## src/hw/rtl/generational_handle_allocator_core_assert.svh

```systemverilog
// Assertion macros shared by the handle allocator RTL.
// Each macro expands to one labeled concurrent assertion, clocked on the
// rising edge and disabled while reset is high.
`ifndef GENERATIONAL_HANDLE_ALLOCATOR_CORE_ASSERT_SVH
`define GENERATIONAL_HANDLE_ALLOCATOR_CORE_ASSERT_SVH

// The condition holds at every clock edge.
`define GHAC_ASSERT_ALWAYS(label, clk, rst, cond, msg) \
   label: assert property (@(posedge clk) disable iff (rst) (cond)) else $error(msg);

// When the antecedent holds, the consequent holds in the same cycle.
`define GHAC_ASSERT_IMPLY(label, clk, rst, ante, cons, msg) \
   label: assert property (@(posedge clk) disable iff (rst) (ante) |-> (cons)) \
      else $error(msg);

// When the antecedent holds, the consequent holds in the next cycle.
`define GHAC_ASSERT_NEXT(label, clk, rst, ante, cons, msg) \
   label: assert property (@(posedge clk) disable iff (rst) (ante) |=> (cons)) \
      else $error(msg);

`endif

```

## src/hw/rtl/ghac_pkg.sv

```systemverilog
// ----------------------------------------------------------------------------
// Generational handle allocator package
// Request and response payload types, command codes and fixed field widths.
// ----------------------------------------------------------------------------
`default_nettype none

package ghac_pkg;

   // Fixed widths of the port fields.
   localparam int HANDLE_BITS       = 32;
   localparam int GEN_BITS          = 16;
   localparam int LOW_BITS          = 16;
   localparam int PORT_PAYLOAD_BITS = 32;
   localparam int COMMAND_BITS      = 3;

   // Command codes.
   typedef enum logic [COMMAND_BITS-1:0] {
      CMD_ALLOC = 3'd0,
      CMD_GET   = 3'd1,
      CMD_FREE  = 3'd2,
      CMD_VALID = 3'd3,
      CMD_FIND  = 3'd4
   } ghac_cmd_type;

   // One request.
   typedef struct packed {
      logic [COMMAND_BITS-1:0]      command;
      logic [HANDLE_BITS-1:0]       handle_in;
      logic [PORT_PAYLOAD_BITS-1:0] payload_in;
   } ghac_req_type;

   // One response.
   typedef struct packed {
      logic [HANDLE_BITS-1:0]       handle_out;
      logic [PORT_PAYLOAD_BITS-1:0] payload_out;
      logic                         success;
   } ghac_rsp_type;

endpackage

`default_nettype wire

```

## src/hw/rtl/ghac_engine.sv

```systemverilog
// ----------------------------------------------------------------------------
// Handle allocator engine
// Sequencer that clears the slot memory after reset, then runs each request
// as a read and optional write-back of one slot, or as a scan for find.
// ----------------------------------------------------------------------------
`default_nettype none

`include "generational_handle_allocator_core_assert.svh"

module ghac_engine #(
   parameter int CAPACITY     = 256,
   parameter int IW           = 8,
   parameter int LW           = 9,
   parameter int SW           = 32,
   parameter int EW           = 57
) (
   input  wire logic                  clock,
   input  wire logic                  reset,
   // Request side
   input  wire logic                  req_valid,
   output logic                       req_ready,
   input  wire ghac_pkg::ghac_req_type req_payload,
   // Result toward the output register
   input  wire logic                  out_free,
   output logic                       res_valid,
   output ghac_pkg::ghac_rsp_type     res,
   // Slot memory
   output logic                       mem_wr_en,
   output logic [IW-1:0]              mem_wr_addr,
   output logic [EW-1:0]              mem_wr_data,
   output logic                       mem_rd_en,
   output logic [IW-1:0]              mem_rd_addr,
   input  wire logic [EW-1:0]         mem_rd_data
);

   import ghac_pkg::*;

   localparam logic [IW-1:0] LAST_IDX = IW'(CAPACITY - 1);
   localparam logic [LW-1:0] NO_SLOT  = LW'(CAPACITY);

   typedef enum logic [3:0] {
      ST_CLEAR = 4'b0001,
      ST_IDLE  = 4'b0010,
      ST_EXEC  = 4'b0100,
      ST_SCAN  = 4'b1000
   } state_type;

   state_type               state_ff, state_in;
   logic [IW-1:0]           slot_ff, slot_in;
   logic [LW-1:0]           avail_head_ff, avail_head_in;
   logic [COMMAND_BITS-1:0] cmd_ff, cmd_in;
   logic [GEN_BITS-1:0]     gen_ff, gen_in;
   logic [SW-1:0]           pay_ff, pay_in;
   logic                    hok_ff, hok_in;

   logic [LOW_BITS-1:0]     req_low;
   logic [SW-1:0]           req_pay;
   logic [IW-1:0]           req_slot;
   logic [SW-1:0]           rd_pay;
   logic [GEN_BITS-1:0]     rd_gen;
   logic [GEN_BITS-1:0]     gen_inc;
   logic [LW-1:0]           rd_link;
   logic [LW-1:0]           slot_link;
   logic [LW-1:0]           clr_link;
   logic [LOW_BITS-1:0]     slot_low;
   logic                    hit;
   logic                    scan_match;
   logic                    free_done;

   // Request decode: the slot that the request reads first.
   assign req_low = req_payload.handle_in[LOW_BITS-1:0];
   assign req_pay = SW'(req_payload.payload_in);
   always_comb begin
      case (req_payload.command)
         CMD_ALLOC: req_slot = IW'(avail_head_ff);
         CMD_FIND:  req_slot = '0;
         default:   req_slot = IW'(req_low - LOW_BITS'(1));
      endcase
   end

   // Fields of the slot that was read.
   assign rd_pay     = mem_rd_data[SW-1:0];
   assign rd_gen     = mem_rd_data[SW+GEN_BITS-1:SW];
   assign rd_link    = mem_rd_data[EW-1:SW+GEN_BITS];
   assign gen_inc    = rd_gen + GEN_BITS'(1);
   assign slot_link  = LW'(slot_ff);
   assign clr_link   = slot_link + LW'(1);
   assign slot_low   = LOW_BITS'(slot_ff) + LOW_BITS'(1);
   assign hit        = hok_ff && (rd_gen == gen_ff);
   assign scan_match = (rd_pay == pay_ff);

   assign req_ready = (state_ff == ST_IDLE);

   // Sequencer and read-modify-write datapath.
   always_comb begin
      state_in      = state_ff;
      slot_in       = slot_ff;
      avail_head_in = avail_head_ff;
      cmd_in        = cmd_ff;
      gen_in        = gen_ff;
      pay_in        = pay_ff;
      hok_in        = hok_ff;
      mem_wr_en     = 1'b0;
      mem_wr_addr   = slot_ff;
      mem_wr_data   = '0;
      mem_rd_en     = 1'b0;
      mem_rd_addr   = slot_ff;
      res_valid     = 1'b0;
      res           = '0;
      free_done     = 1'b0;

      case (state_ff)
         // Initialize every slot: no payload, generation zero, free list in order.
         ST_CLEAR: begin
            mem_wr_en   = 1'b1;
            mem_wr_data = {clr_link, {GEN_BITS{1'b0}}, {SW{1'b0}}};
            if (slot_ff == LAST_IDX) begin
               slot_in  = '0;
               state_in = ST_IDLE;
            end else begin
               slot_in = slot_ff + IW'(1);
            end
         end

         // Take a request and read its slot.
         ST_IDLE: begin
            if (req_valid) begin
               cmd_in      = req_payload.command;
               gen_in      = req_payload.handle_in[HANDLE_BITS-1:LOW_BITS];
               pay_in      = req_pay;
               hok_in      = (req_low != '0) && (32'(req_low) <= 32'(CAPACITY));
               slot_in     = req_slot;
               mem_rd_en   = 1'b1;
               mem_rd_addr = req_slot;
               if ((req_payload.command == CMD_FIND) && (req_pay != '0)) begin
                  state_in = ST_SCAN;
               end else begin
                  state_in = ST_EXEC;
               end
            end
         end

         // Check the slot, write it back for alloc and free, and hand over the result.
         ST_EXEC: begin
            if (out_free) begin
               res_valid = 1'b1;
               state_in  = ST_IDLE;
               case (cmd_ff)
                  CMD_ALLOC: begin
                     if (avail_head_ff != NO_SLOT) begin
                        mem_wr_en      = 1'b1;
                        mem_wr_data    = {rd_link, rd_gen, pay_ff};
                        avail_head_in  = rd_link;
                        res.handle_out = {rd_gen, slot_low};
                        res.success    = 1'b1;
                     end
                  end
                  CMD_GET: begin
                     if (hit) begin
                        res.payload_out = PORT_PAYLOAD_BITS'(rd_pay);
                        res.success     = 1'b1;
                     end
                  end
                  CMD_FREE: begin
                     if (hit) begin
                        mem_wr_en     = 1'b1;
                        mem_wr_data   = {avail_head_ff, gen_inc, {SW{1'b0}}};
                        avail_head_in = slot_link;
                        res.success   = 1'b1;
                        free_done     = 1'b1;
                     end
                  end
                  CMD_VALID: begin
                     res.success = hit && (rd_pay != '0);
                  end
                  default: begin
                     res = '0;
                  end
               endcase
            end
         end

         // Find: compare one slot per cycle while the next read is in flight.
         ST_SCAN: begin
            if (scan_match || (slot_ff == LAST_IDX)) begin
               if (out_free) begin
                  res_valid = 1'b1;
                  state_in  = ST_IDLE;
                  if (scan_match) begin
                     res.handle_out = {rd_gen, slot_low};
                     res.success    = 1'b1;
                  end
               end
            end else begin
               mem_rd_en   = 1'b1;
               mem_rd_addr = slot_ff + IW'(1);
               slot_in     = slot_ff + IW'(1);
            end
         end

         default: begin
            state_in = ST_IDLE;
         end
      endcase
   end

   // Control state.
   always_ff @(posedge clock) begin
      if (reset) begin
         state_ff      <= ST_CLEAR;
         slot_ff       <= '0;
         avail_head_ff <= '0;
      end else begin
         state_ff      <= state_in;
         slot_ff       <= slot_in;
         avail_head_ff <= avail_head_in;
      end
   end

   // Request fields held while the request is worked on.
   always_ff @(posedge clock) begin
      cmd_ff <= cmd_in;
      gen_ff <= gen_in;
      pay_ff <= pay_in;
      hok_ff <= hok_in;
   end

   // The free-list head never points past the end marker.
   `GHAC_ASSERT_ALWAYS(a_head_range, clock, reset, avail_head_ff <= NO_SLOT,
      "free list head out of range")
   // A read and a write of the slot memory never share a cycle.
   `GHAC_ASSERT_ALWAYS(a_mem_onehot, clock, reset, $onehot0({mem_rd_en, mem_wr_en}),
      "slot memory read and write in the same cycle")
   // A successful free makes the freed slot the new list head.
   `GHAC_ASSERT_NEXT(a_free_push, clock, reset, free_done,
      avail_head_ff == $past(slot_link), "freed slot not pushed on the free list")
   // A request is taken only when the engine is idle and no write is pending.
   `GHAC_ASSERT_IMPLY(a_accept_idle, clock, reset, req_valid && req_ready,
      !mem_wr_en && !res_valid, "request taken while a slot update is pending")

endmodule

`default_nettype wire

```

## config.mk

```make
export PLATFORM = sky130hd
export DESIGN_NAME = ghac_engine
export DESIGN_NICKNAME = d
export VERILOG_FILES = /design/src/hw/rtl/ghac_pkg.sv /design/src/hw/rtl/ghac_engine.sv
export VERILOG_INCLUDE_DIRS = /design/src /design/src/hw/rtl
export SDC_FILE = /design/constraint.sdc
export NUM_CORES = 1
export LEC_CHECK = 0
export BUFFER_PORTS_ARGS = -buffer_cell sky130_fd_sc_hd__buf_4
export CAP_MARGIN = 40
export CELL_PAD_IN_SITES_DETAIL_PLACEMENT = 0
export CELL_PAD_IN_SITES_GLOBAL_PLACEMENT = 1
export CORE_MARGIN = 2
export CORE_UTILIZATION = 36
export CTS_BUF_LIST = sky130_fd_sc_hd__clkbuf_4 sky130_fd_sc_hd__clkbuf_8 sky130_fd_sc_hd__clkbuf_16
export CTS_CLUSTER_DIAMETER = 60
export DETAILED_ROUTE_END_ITERATION = 12
export PLACE_DENSITY = 0.9
export REMOVE_ABC_BUFFERS = 1
export SLEW_MARGIN = 25
export SYNTH_ARGS = -nofsm -noshare
export SYNTH_HDL_FRONTEND = slang
export SYNTH_SLANG_ARGS = --single-unit
```

## constraint.sdc

```tcl
create_clock -name clock -period 4.96 [get_ports clock]
set_clock_uncertainty 0.2 [all_clocks]
set_input_delay 0.248 -clock clock [delete_from_list [all_inputs] [get_ports clock]]
set_output_delay 0.248 -clock clock [all_outputs]
set_load 0.005 [all_outputs]
```

## Word level (Yosys, flattened, before mapping)

Index checks and enable logic that the tools add are counted.

| word-level totals | value |
|---|---|
| memory bits (writable) | 0 |
| ROM bits | 0 |
| memories kept | 0 |
| flip-flop bits (word level) | 73 |
| bits in latches | 0 |
| output and inout bits | 142 |

| cells by class | value |
|---|---|
| equal/unequal tests | 17 |
| mux-type cells | 46 |
| order comparisons | 1 |
| add/sub/neg operators | 5 |
| divide/modulo/power cells | 0 |
| multipliers | 0 |
| shifts and indexed selects | 0 |
| reductions and logical operators | 15 |
| bitwise logic cells | 0 |

Operator list:

| kind | count |
|---|---|
| one-hot mux 57 bit (2 select lines) | 2 |
| two-way mux 32 bit | 7 |
| two-way mux 57 bit | 3 |
| two-way mux 65 bit | 1 |
| one-hot mux 32 bit (2 select lines) | 1 |
| nonzero test 32 bit | 2 |
| two-way mux 33 bit | 1 |
| equality test 32 bit | 1 |
| one-hot mux 8 bit (2 select lines) | 2 |
| two-way mux 8 bit | 3 |
| one-hot mux 8 bit (3 select lines) | 1 |
| two-way mux 4 bit | 5 |
| adder 8 x 1 -> 9 bit (second input constant) | 2 |
| two-way mux 9 bit | 2 |
| one-hot mux 9 bit (2 select lines) | 1 |
| adder 16 x 1 -> 16 bit (second input constant) | 1 |
| equality test 16 bit | 1 |
| <= comparator 16 x 9 -> 1 bit (second input constant) | 1 |
| one-hot mux 4 bit (4 select lines) | 1 |
| nonzero test 16 bit | 1 |
| two-way mux 1 bit | 10 |
| inequality test 2 bit (second input constant) | 5 |
| one-hot mux 1 bit (2 select lines) | 5 |
| inequality test 9 bit (second input constant) | 1 |
| other kinds (19) | 24 |

## Logic depth before layout (Yosys ltp)

Gate-level depths: netlist of run 1.

| depth | value |
|---|---|
| word-level depth | 6 |
| mapped depth | 9 |
| mapped depth without buffers | 8 |

## Least setup slack after synthesis of run 1

OpenSTA, ideal clock, no wires.

| timing path | value |
|---|---|
| path type | register to output |
| start | register state_ff[2] |
| end | output mem_rd_addr[0] |
| data arrival time | 2.254 ns |
| data required time | 4.512 ns |
| cell stages (with the launch flop) | 9 |
| slack | 2.258 ns |
| buffers on the path | 2 |
| cells stage by stage | dfxtp_1 > buf_2 > nor4b_1 > buf_2 > nand2_2 > inv_2 > o21ai_1 > nand2b_1 > o22a_1 |

| between the ends | value |
|---|---|
| longest elaborated chain between the ends | 2 |
| elaborated cells on any way between the ends | 3 |
| classes of those cells | eq/ne (2); mux (1) |

Ends and longest elaborated chain:

| element | line | text |
|---|---|---|
| from (decl) | ghac_engine.sv:48 | `state_type state_ff, state_in;` |
| from (signal assigned) | ghac_engine.sv:214 | `state_ff <= state_in;` |
| equality test 4 x 2 -> 1 bit | n/a |  |
| named net req_ready | ghac_engine.sv:21 | `output logic req_ready,` |
| one-hot mux 8 bit (2 select lines) | ghac_engine.sv:112 | `case (state_ff)` |
| to (decl) | ghac_engine.sv:32 | `output logic [IW-1:0] mem_rd_addr,` |

The timed path passes the listed nets, and every way through them passes these cells.

## Final worst setup path of run 1

| timing path | value |
|---|---|
| start | register slot_ff[0], in the netlist mem_wr_addr[0] |
| end | output mem_rd_addr[1] |

| between the ends | value |
|---|---|
| longest elaborated chain between the ends | 4 |
| elaborated cells on any way between the ends | 5 |
| classes of those cells | add/sub (1); eq/ne (1); mux (2); reduce/logical (1) |

Ends and longest elaborated chain:

| element | line | text |
|---|---|---|
| from (decl) | ghac_engine.sv:49 | `logic [IW-1:0] slot_ff, slot_in;` |
| from (signal assigned) | ghac_engine.sv:215 | `slot_ff <= slot_in;` |
| branches (longest 2 deep; another with adder 8 x 1 -> 8 bit) | n/a |  |
| two-way mux 8 bit * | ghac_engine.sv:185 | `if (scan_match \|\| (slot_ff == LAST_IDX)) begin` |
| one-hot mux 8 bit (2 select lines) * | ghac_engine.sv:112 |  |

Mark *: on every way between the ends.

==> results of run 1 <==
-- report_power, final --
part	leakage, nW	switching, mW	internal, mW
sequential	0.635	0.00657	0.654
combinational	2.98	0.113	0.139
clock	0.164	0.256	0.494
-- metrics by stage --
stage	utilization, %	area (sq um)	cells	worst slack (ps)
2_1_floorplan	-	5379	602	1547
3_3_place_gp	50.39	7689	1084	1749
3_5_place_dp	50.66	7730	1087	1781
4_1_cts	56.29	8589	1155	1411
5_1_grt	56.47	8617	1156	1149
6_report	56.47	8617	1156	1354
-- cell usage in the layout (no fill, tap or decap), types with 8 or more instances in the layout --
master	synthesis	final
edfxtp_1	52	52
o21ai_1	12	12
nand2_1	52	52
clkbuf_16	0	9
and2_1	38	38
buf_4	8	271
a21oi_1	34	34
nor4_1	28	28
nand3_1	21	21
nor2b_1	19	19
xor2_1	43	43
dlygate4sd3_1	0	52
and3_1	42	42
nand4_1	13	13
o22ai_1	9	9
dfxtp_1	21	21
nor3_1	27	26
mux2_2	8	8
nor2_1	36	36
a22oi_1	12	12
mux2i_1	9	9
xnor2_1	22	22
-- flip-flops by register name, indices dropped and copies added, names as in the netlist --
register       cells
avail_head_ff      9
cmd_ff             3
gen_ff            16
hok_ff             1
mem_wr_addr        8
pay_ff            32
state_ff           4
-- cell families after synthesis --
kind of cell               Yosys count
AOI/OAI and AO/OA                  118
xor gates and xnor gates            65
adders and majority gates            4
buffers and inverters               64
DFF                                 73
muxes                               17
other                                1
and+or+nand+nor                    308
-- critical path: cells and delay by family (launching register included) --
kind | cells | cell delay (ps)
buf+inv | 1 | 140
compound gates | 2 | 710
fa+ha+maj | 1 | 390
flops | 1 | 640
simple gates | 4 | 930
-- worst min-delay path by stage --
stage,start,to,slack (ps)
2_1_floorplan,reset,mem_wr_addr[6],120
3_3_place_gp,req_payload[50],gen_ff[2],230
3_5_place_dp,req_payload[48],gen_ff[0],230
4_1_cts,mem_rd_data[55],avail_head_ff[7],110
5_1_grt,mem_rd_data[55],avail_head_ff[7],130
6_report,mem_rd_data[48],avail_head_ff[0],120
-- routing by layer --
metal	wire length [um]	vias up	global-route usage, %
li1	-	2964	-
met1	9577	2976	35.11
met2	10860	289	42.91
met3	1592	46	3.386
met4	486	0	7.992
met5	0	-	0
-- repair_timing --
action | 4_1_cts | 5_1_grt
endpoints found under the setup margin | 0 | 0
hold buffers | 52 | 0
hold endpoints to repair | 53 | 0
-- layout make-up --
cell class                      instances  area, sq um  area share, %
Multi-Input combinational cell        519         3371          39.12
Clock buffer                           10        232.7          2.701
Sequential cell                        73         1982          23.00
Clock inverter                          6        106.4          1.234
Tap cell                              211        264.0          3.064
Timing Repair Buffer                  327         2624          30.45
Inverter                               10        37.54         0.4356
==> metrics.yaml, run 1 <==
floorplan:
  start_util_pct: 36.97
  rows: 45
  io_pins: 270
  die_area_sq_um: 16680
  die_h_um: 129.2
  coreArea_sq_um: 15260
  die_w_um: 129.2
synth:
  synth_common_cells: "edfxtp_1 (52), nand2_1 (52), xor2_1 (43)"
  synth_warnings: 0
  synthAdderAreaFrac_pct: 0.8873
  synth_edf_count: 52
  yosys.area.top_type_share_pct: 27.68
  avgSynthCellArea_sq_um: 8.678
  synth_xor_area_share_pct: 10.09
  async_flop_share_pct: 0
  synth_compound_area_share_pct: 14.13
  yosys_register_bits: 73
  synth_top_family_by_area: "simple AND/OR/NAND/NOR gates"
  synth_mux_area_share_pct: 3.194
  syn_area_sq_um: 5640
  yosys.area_share.simple_pct: 30.79
  synth.yosys.seq_area_share_pct: 35.14
  synth_ff_type: "edfxtp_1"
  yosysTopAreaCell: "edfxtp_1"
  netlist_instances: 650
  yosysUniqueCellTypes: 70
  synth_area_leaders: "edfxtp_1 (28%), dfxtp_1 (7.5%), xor2_1 (6.7%)"
timing:
  hold_viol: 0
  setup_violations: 0
  period_share_pct: 72.71
  clock.fmax_ghz: 0.2773
  worst_pin_slew_ps: 839.8
  relSlewSlack_pct: 43.50
  tns_ps: 0
  finalCriticalPeriod_ps: 3606
  drv_slew: 0
  hold_slack_ps: 122.3
  rsz0062_at_grt: "false"
worst_hold_path:
  hp-class: "in2reg"
  hold_depth: 4
drt:
  first_pass_iters: 5
  drc: 0
  via_per_inst: 5.428
  vias: 6275
  antenna_left: 0
  wire_per_inst_um: 19.48
  drtIter0Drc: 565
  wirelength_um: 22520
clock_network:
  postCtsResizedCells: 0
  cts_max_level: 3
  clockRootBuffer: "clkbuf_16"
  cts_tree: "built"
  path_clk_slew_ps: 60
  clk_latency_ps: 340
  cts.sinks: 73
  cts_made_buffers: 9
  clockBufferDepth: 2
  post-cts-setup-buffers: 0
status:
  status: "finished clean"
setup_path:
  reg2reg_slack_ps: 2130
  criticalPathCategory: "reg2out"
  cp_slowest_cell: "dfxtp_1"
  setup.worst_path.end_class: "output pin"
  cp_max_fo: 12
  max_stage_delay_ps: 640
  r2r_cells: 7
  r2r_start: "mem_wr_addr[0]"
  worst_r2r_endpoint: "mem_wr_addr[2]"
  required_ps: 4510
  arrival_ps: 3160
  critPathCapture: "mem_rd_addr[1]"
  cp_cell_sequence: "ha_1 > and3_1 > and3_1 > nand3_1 > o21ai_1 > nor2_1 > a221o_1 > buf_4"
  cp-startpoint: "mem_wr_addr[0]"
  crit_top_cell: "and3_1"
  startpoint_type: "register"
grt:
  grtUsageTotal_pct: 25.85
  antenna_found_initial: 0
  grt_pass1_vias: 5832
  grt_pass1_wl_um: 33170
  overflow: 0
  grt_max_degree: 39
finish:
  nets: 1072
  fillers: 1400
  diodes: 0
  drive_gt1_share_pct: 33.33
  syn2layout_area_growth_pct: 52.77
run:
  drv_cap: 0
place:
  hpwlAfterDp_um: 17120
  gp_congestion: 0.9011
  portBuffers: 262
power:
  peakVddDrop_mv: 0.1450
  pwr_density_cell_nw_per_um2: 192.9
  p_leak_nw: 3.783
  finalPower_mw: 1.662
No activity file was read; power rests on OpenSTA's default activity.
==> inputs of run 2 (changes only) <==
--- a/config.mk
+++ b/config.mk
@@ -11,11 +11,11 @@
 export CELL_PAD_IN_SITES_DETAIL_PLACEMENT = 0
 export CELL_PAD_IN_SITES_GLOBAL_PLACEMENT = 1
 export CORE_MARGIN = 2
-export CORE_UTILIZATION = 36
+export CORE_UTILIZATION = 34
 export CTS_BUF_LIST = sky130_fd_sc_hd__clkbuf_4 sky130_fd_sc_hd__clkbuf_8 sky130_fd_sc_hd__clkbuf_16
 export CTS_CLUSTER_DIAMETER = 60
 export DETAILED_ROUTE_END_ITERATION = 12
-export PLACE_DENSITY = 0.9
+export PLACE_DENSITY = 0.86
 export REMOVE_ABC_BUFFERS = 1
 export SLEW_MARGIN = 25
 export SYNTH_ARGS = -nofsm -noshare
==> constraint.sdc (replaced) <==
create_clock -name clock -period 3.7 [get_ports clock]
set_clock_uncertainty 0.2 [all_clocks]
set_input_delay 0.185 -clock clock [delete_from_list [all_inputs] [get_ports clock]]
set_output_delay 0.185 -clock clock [all_outputs]
set_load 0.005 [all_outputs]
==> run 2 against run 1 <==
  * Global-route usage down 0.75 points
  * Via count up 0.51%
  * Count of clock-buffer cells in the layout up 2
  * Largest power group unchanged
  * Highest routed layer unchanged
==> metrics.yaml, run 2 (same netlist as run 1, synthesis figures left out) <==
setup_path:
  cp_max_fo: 4
  criticalPathCategory: "reg2out"
  setup.worst_path.end_class: "output pin"
  required_ps: 3310
  startpoint_type: "register"
  arrival_ps: 3040
place:
  dpl_worst_slack_ps: 597.9
  place_area_sq_um: 7761
  hpwlAfterDp_um: 17160
  portBuffers: 262
  dp.cells: 1098
  gp_congestion: 0.9549
timing:
  setup_violations: 0
  clock.fmax_ghz: 0.2923
  drv_slew: 0
  rsz0062_at_grt: "false"
  tns_ps: 0
  finalCriticalPeriod_ps: 3421
  fin_ws_ps: 279.2
  period_share_pct: 92.45
  hold_slack_ps: 44.25
  worst_pin_slew_ps: 768.6
  relSlewSlack_pct: 48.44
  hold_viol: 0
drt:
  wl_met1_um: 9644
  wl_met2_um: 10930
  first_pass_iters: 6
  wire_per_inst_um: 19.46
  antenna_left: 0
  drc: 0
  wirelength_um: 22750
  dr_wl_met3_um: 1684
  dr.max_layer_used: "met4"
  via_per_inst: 5.395
  drtIter0Drc: 575
  vias: 6307
run:
  drv_cap: 0
clock_network:
  clockBufferDepth: 2
  cts.sinks: 73
  path_clk_slew_ps: 60
  cts_max_level: 3
  clockRootBuffer: "clkbuf_16"
  cts_made_buffers: 9
  clk_latency_ps: 350
  post-cts-setup-buffers: 0
  cts_tree: "built"
status:
  status: "finished clean"
finish:
  largest_reg_flops: 32
  top_regs: "pay_ff: 32 flops, gen_ff: 16 flops, avail_head_ff: 9 flops"
  stdcell_count: 1169
  regMostFlops: "pay_ff"
  nets: 1074
  fillers: 1567
  most-common-layout-cells: "buf_4 (274), nand2_1 (52), edfxtp_1 (52), dlygate4sd3_1 (52), xor2_1 (43)"
  layout_commonest_cell: "buf_4"
  final_cell_area_sq_um: 8611
  drive_gt1_share_pct: 33.58
  syn2layout_area_growth_pct: 52.66
grt:
  grt_max_degree: 39
  grtUsageTotal_pct: 25.10
  grt_pass1_wl_um: 34260
  grt_pass1_vias: 5953
  overflow: 0
  antenna_found_initial: 2
floorplan:
  die_w_um: 132.8
  rows: 47
  io_pins: 270
  coreArea_sq_um: 16410
  die_area_sq_um: 17640
  start_util_pct: 34.38
  die_h_um: 132.8
power:
  peakVddDrop_mv: 0.1997
  pwr_density_cell_nw_per_um2: 252.8
  p_leak_nw: 3.770
worst_hold_path:
  hp-class: "in2reg"
[run 2: changes by cell type in the layout (fill, tap and decap cells not counted), sizes merged]
| cell | before | now |
|---|---|---|
| bufinv | 3 | 2 |
| clkbuf | 10 | 13 |
| buf | 275 | 276 |
| diode | 0 | 2 |
| clkinvlp | 1 | 0 |
[run 2: path summary, 6_finish.rpt]
check / start / end / slack (ps) / cells past startpoint
worst max-delay path: pay_ff[22] / mem_rd_addr[7] / 280 / 7
worst min-delay path: mem_rd_data[50] / avail_head_ff[2] / 40 / 4
worst max register to register: pay_ff[22] / mem_wr_addr[1] / 870 / 6
worst min register to register: avail_head_ff[5] / avail_head_ff[5] / 300 / 2
[run 2: power breakdown]
part           internal [mW]  switching [mW]  total [mW]
sequential             0.877         0.00674       0.884
clock                  0.609           0.342       0.950
combinational          0.188           0.155       0.343
[run 2: timing repair]
| action | 4_1_cts | 5_1_grt |
|---|---|---|
| gates resized for setup | 0 | 1 |
| endpoints found under the hold margin | 54 | 0 |
| hold buffers | 52 | 0 |
| setup endpoints to repair | 0 | 1 |
[run 2: cell type report]
class	count	area [sq um]	share of cell area [%]
diodes	2	5.005	0.05812
clock buffers	12	247.7	2.877
clock inverters	4	67.56	0.7847
inverters	10	37.54	0.4359
multi-input cells	519	3374	39.19
flip-flops and latches	73	1983	23.03
well taps	220	275.3	3.197
repair buffers	329	2620	30.43
[run 2: per-stage QoR]
step	power (mW)	utilization (%)
6_report	2.177	52.48
5_1_grt	2.241	52.48
4_1_cts	2.190	52.40
3_5_place_dp	1.191	47.30
3_3_place_gp	1.191	47.14
2_1_floorplan	0.9916	-
[run 2: metal layers]
| metal | global-route usage [%] | vias to the layer above |
|---|---|---|
| met2 | 40.59 | 316 |
| met3 | 4.368 | 40 |
| li1 | - | 2973 |
| met1 | 33.67 | 2978 |
| met5 | 0 | - |
| met4 | 9.319 | 0 |
[run 2: worst max-delay path, cell delays in order, from the launching register on]
cell and delay [ps]:
edfxtp_1 400, xor2_1 180, nor4_1 570, nand4_1 310
nor3_1 690, o21ai_0 240, nand3_1 180, buf_4 130
==> inputs of run 3 (changes only) <==
--- a/config.mk
+++ b/config.mk
@@ -11,11 +11,11 @@
 export CELL_PAD_IN_SITES_DETAIL_PLACEMENT = 0
 export CELL_PAD_IN_SITES_GLOBAL_PLACEMENT = 1
 export CORE_MARGIN = 2
-export CORE_UTILIZATION = 34
+export CORE_UTILIZATION = 32
 export CTS_BUF_LIST = sky130_fd_sc_hd__clkbuf_4 sky130_fd_sc_hd__clkbuf_8 sky130_fd_sc_hd__clkbuf_16
 export CTS_CLUSTER_DIAMETER = 60
 export DETAILED_ROUTE_END_ITERATION = 12
-export PLACE_DENSITY = 0.86
+export PLACE_DENSITY = 0.82
 export REMOVE_ABC_BUFFERS = 1
 export SLEW_MARGIN = 25
 export SYNTH_ARGS = -nofsm -noshare
==> run 3 against run 2 <==
  * Clock power rose by 8%
  * Die area grew 6.1%
  * Final area grew 0.76%
  * Register-to-register slack gained 100 ps
  * Power up 3.4%
==> metrics.yaml, run 3 (same netlist as run 1, synthesis figures left out) <==
place:
  portBuffers: 262
  gp_congestion: 0.9258
  hpwlAfterDp_um: 17360
finish:
  most-common-layout-cells: "buf_4 (277), nand2_1 (52), edfxtp_1 (52), dlygate4sd3_1 (52), xor2_1 (43)"
  nets: 1077
  diodes: 0
  drive_gt1_share_pct: 33.79
  multi_input_area_sq_um: 3371
  fillers: 1603
  syn2layout_area_growth_pct: 53.82
  regArea_sq_um: 1982
  layout_commonest_cell: "buf_4"
  largest_reg_flops: 32
  top_regs: "pay_ff: 32 flops, gen_ff: 16 flops, avail_head_ff: 9 flops"
  regMostFlops: "pay_ff"
clock_network:
  post-cts-setup-buffers: 0
  cts_max_level: 3
  cts_made_buffers: 9
  cts_tree: "built"
  path_clk_slew_ps: 60
  clockRootBuffer: "clkbuf_16"
  clockBufferDepth: 2
  cts.sinks: 73
  clk_latency_ps: 340
setup_path:
  max_stage_delay_ps: 560
  crit_top_cell: "and3_1"
  cp_top_family: "simple AND/OR/NAND/NOR gates"
  cp_max_fo: 12
  criticalPathCategory: "reg2out"
  arrival_ps: 2980
  path_buf_inv: 1
  cp_cell_sequence: "ha_1 > and3_1 > and3_1 > nand3_1 > o21ai_1 > nor2_1 > a221o_1 > buf_4"
  startpoint_type: "register"
  required_ps: 3310
  setup.worst_path.end_class: "output pin"
  cp_slowest_cell: "dfxtp_1"
drt:
  first_pass_iters: 5
  antenna_left: 0
  wire_per_inst_um: 19.44
  wirelength_um: 22840
  drc: 0
  via_per_inst: 5.325
  drtIter0Drc: 445
  vias: 6257
floorplan:
  coreArea_sq_um: 17240
  die_area_sq_um: 18700
  die_h_um: 136.8
  rows: 48
  die_w_um: 136.8
  start_util_pct: 32.72
  io_pins: 270
run:
  drv_cap: 0
grt:
  overflow: 0
  grt_max_degree: 38
  grt_pass1_wl_um: 33700
  grt_pass1_vias: 5966
  grtUsageTotal_pct: 23.59
  antenna_found_initial: 0
timing:
  drv_slew: 0
  tns_ps: 0
  hold_viol: 0
  clock.fmax_ghz: 0.2974
  period_share_pct: 90.89
  setup_violations: 0
  worst_pin_slew_ps: 712.8
  finalCriticalPeriod_ps: 3363
  relSlewSlack_pct: 52.04
  rsz0062_at_grt: "false"
power:
  finalPower_mw: 2.251
  pwr_density_cell_nw_per_um2: 259.4
  p_leak_nw: 3.813
  peakVddDrop_mv: 0.2179
worst_hold_path:
  hp-class: "in2reg"
status:
  status: "finished clean"
## run 3: path summary, 6_finish.rpt
| path | cells after the start | slack (ps) | startpoint | endpoint |
|---|---|---|---|---|
| worst max register to register | 6 | 970 | pay_ff[22] | mem_wr_addr[1] |
| worst min-delay path | 4 | 40 | mem_rd_data[53] | avail_head_ff[5] |
| worst min register to register | 2 | 300 | avail_head_ff[0] | avail_head_ff[0] |
| worst max-delay path | 8 | 340 | mem_wr_addr[0] | mem_rd_addr[1] |
## run 3: per-layer routing
layer | up-vias | wire, um | track usage, %
met2 | 274 | 10820 | 38.89
met1 | 2955 | 9857 | 31.31
met5 | - | 0 | 0
met4 | 0 | 565 | 7.350
met3 | 46 | 1604 | 4.296
li1 | 2982 | - | -
## run 3: worst reg2reg max path, delay by kind of cell (launching register included)
family | cells | cell delay, ps
AND/OR/NAND/NOR | 3 | 1480
flip-flops | 1 | 390
AO/OA/AOI/OAI | 2 | 370
XOR/XNOR | 1 | 170
## run 3: layout make-up
cell class / instances / share of cell area [%]
Tap cell: 225 / 3.245
Sequential cell: 73 / 22.84
Inverter: 10 / 0.4327
Multi-Input combinational cell: 519 / 38.85
Clock buffer: 13 / 3.288
Timing Repair Buffer: 332 / 30.55
Clock inverter: 3 / 0.7932
## run 3: stage by stage
stage	area, sq um	hold slack (ps)	utilization (%)	setup WS, ps	std cells
floorplan	5379	54.07	-	345.4	602
global placement	7764	164.2	45.04	805.4	1104
detailed placement	7779	164.6	45.13	775.8	1105
CTS	8653	39.16	50.20	381.4	1173
global route	8676	66.13	50.33	132.7	1175
finish	8676	44.90	50.33	337.0	1175
## run 3: what timing repair did
item | in CTS | in global routing
resized for setup | 0 | 0
endpoints found under the hold margin | 54 | 0
hold buffers | 52 | 0
## run 3: report_power, final
group          internal [mW]  switching (mW)  leakage (nW)
Clock                  0.677           0.348         0.175
Combinational          0.188           0.153          3.00
Sequential             0.877         0.00741         0.635
Total                   1.74           0.509          3.81
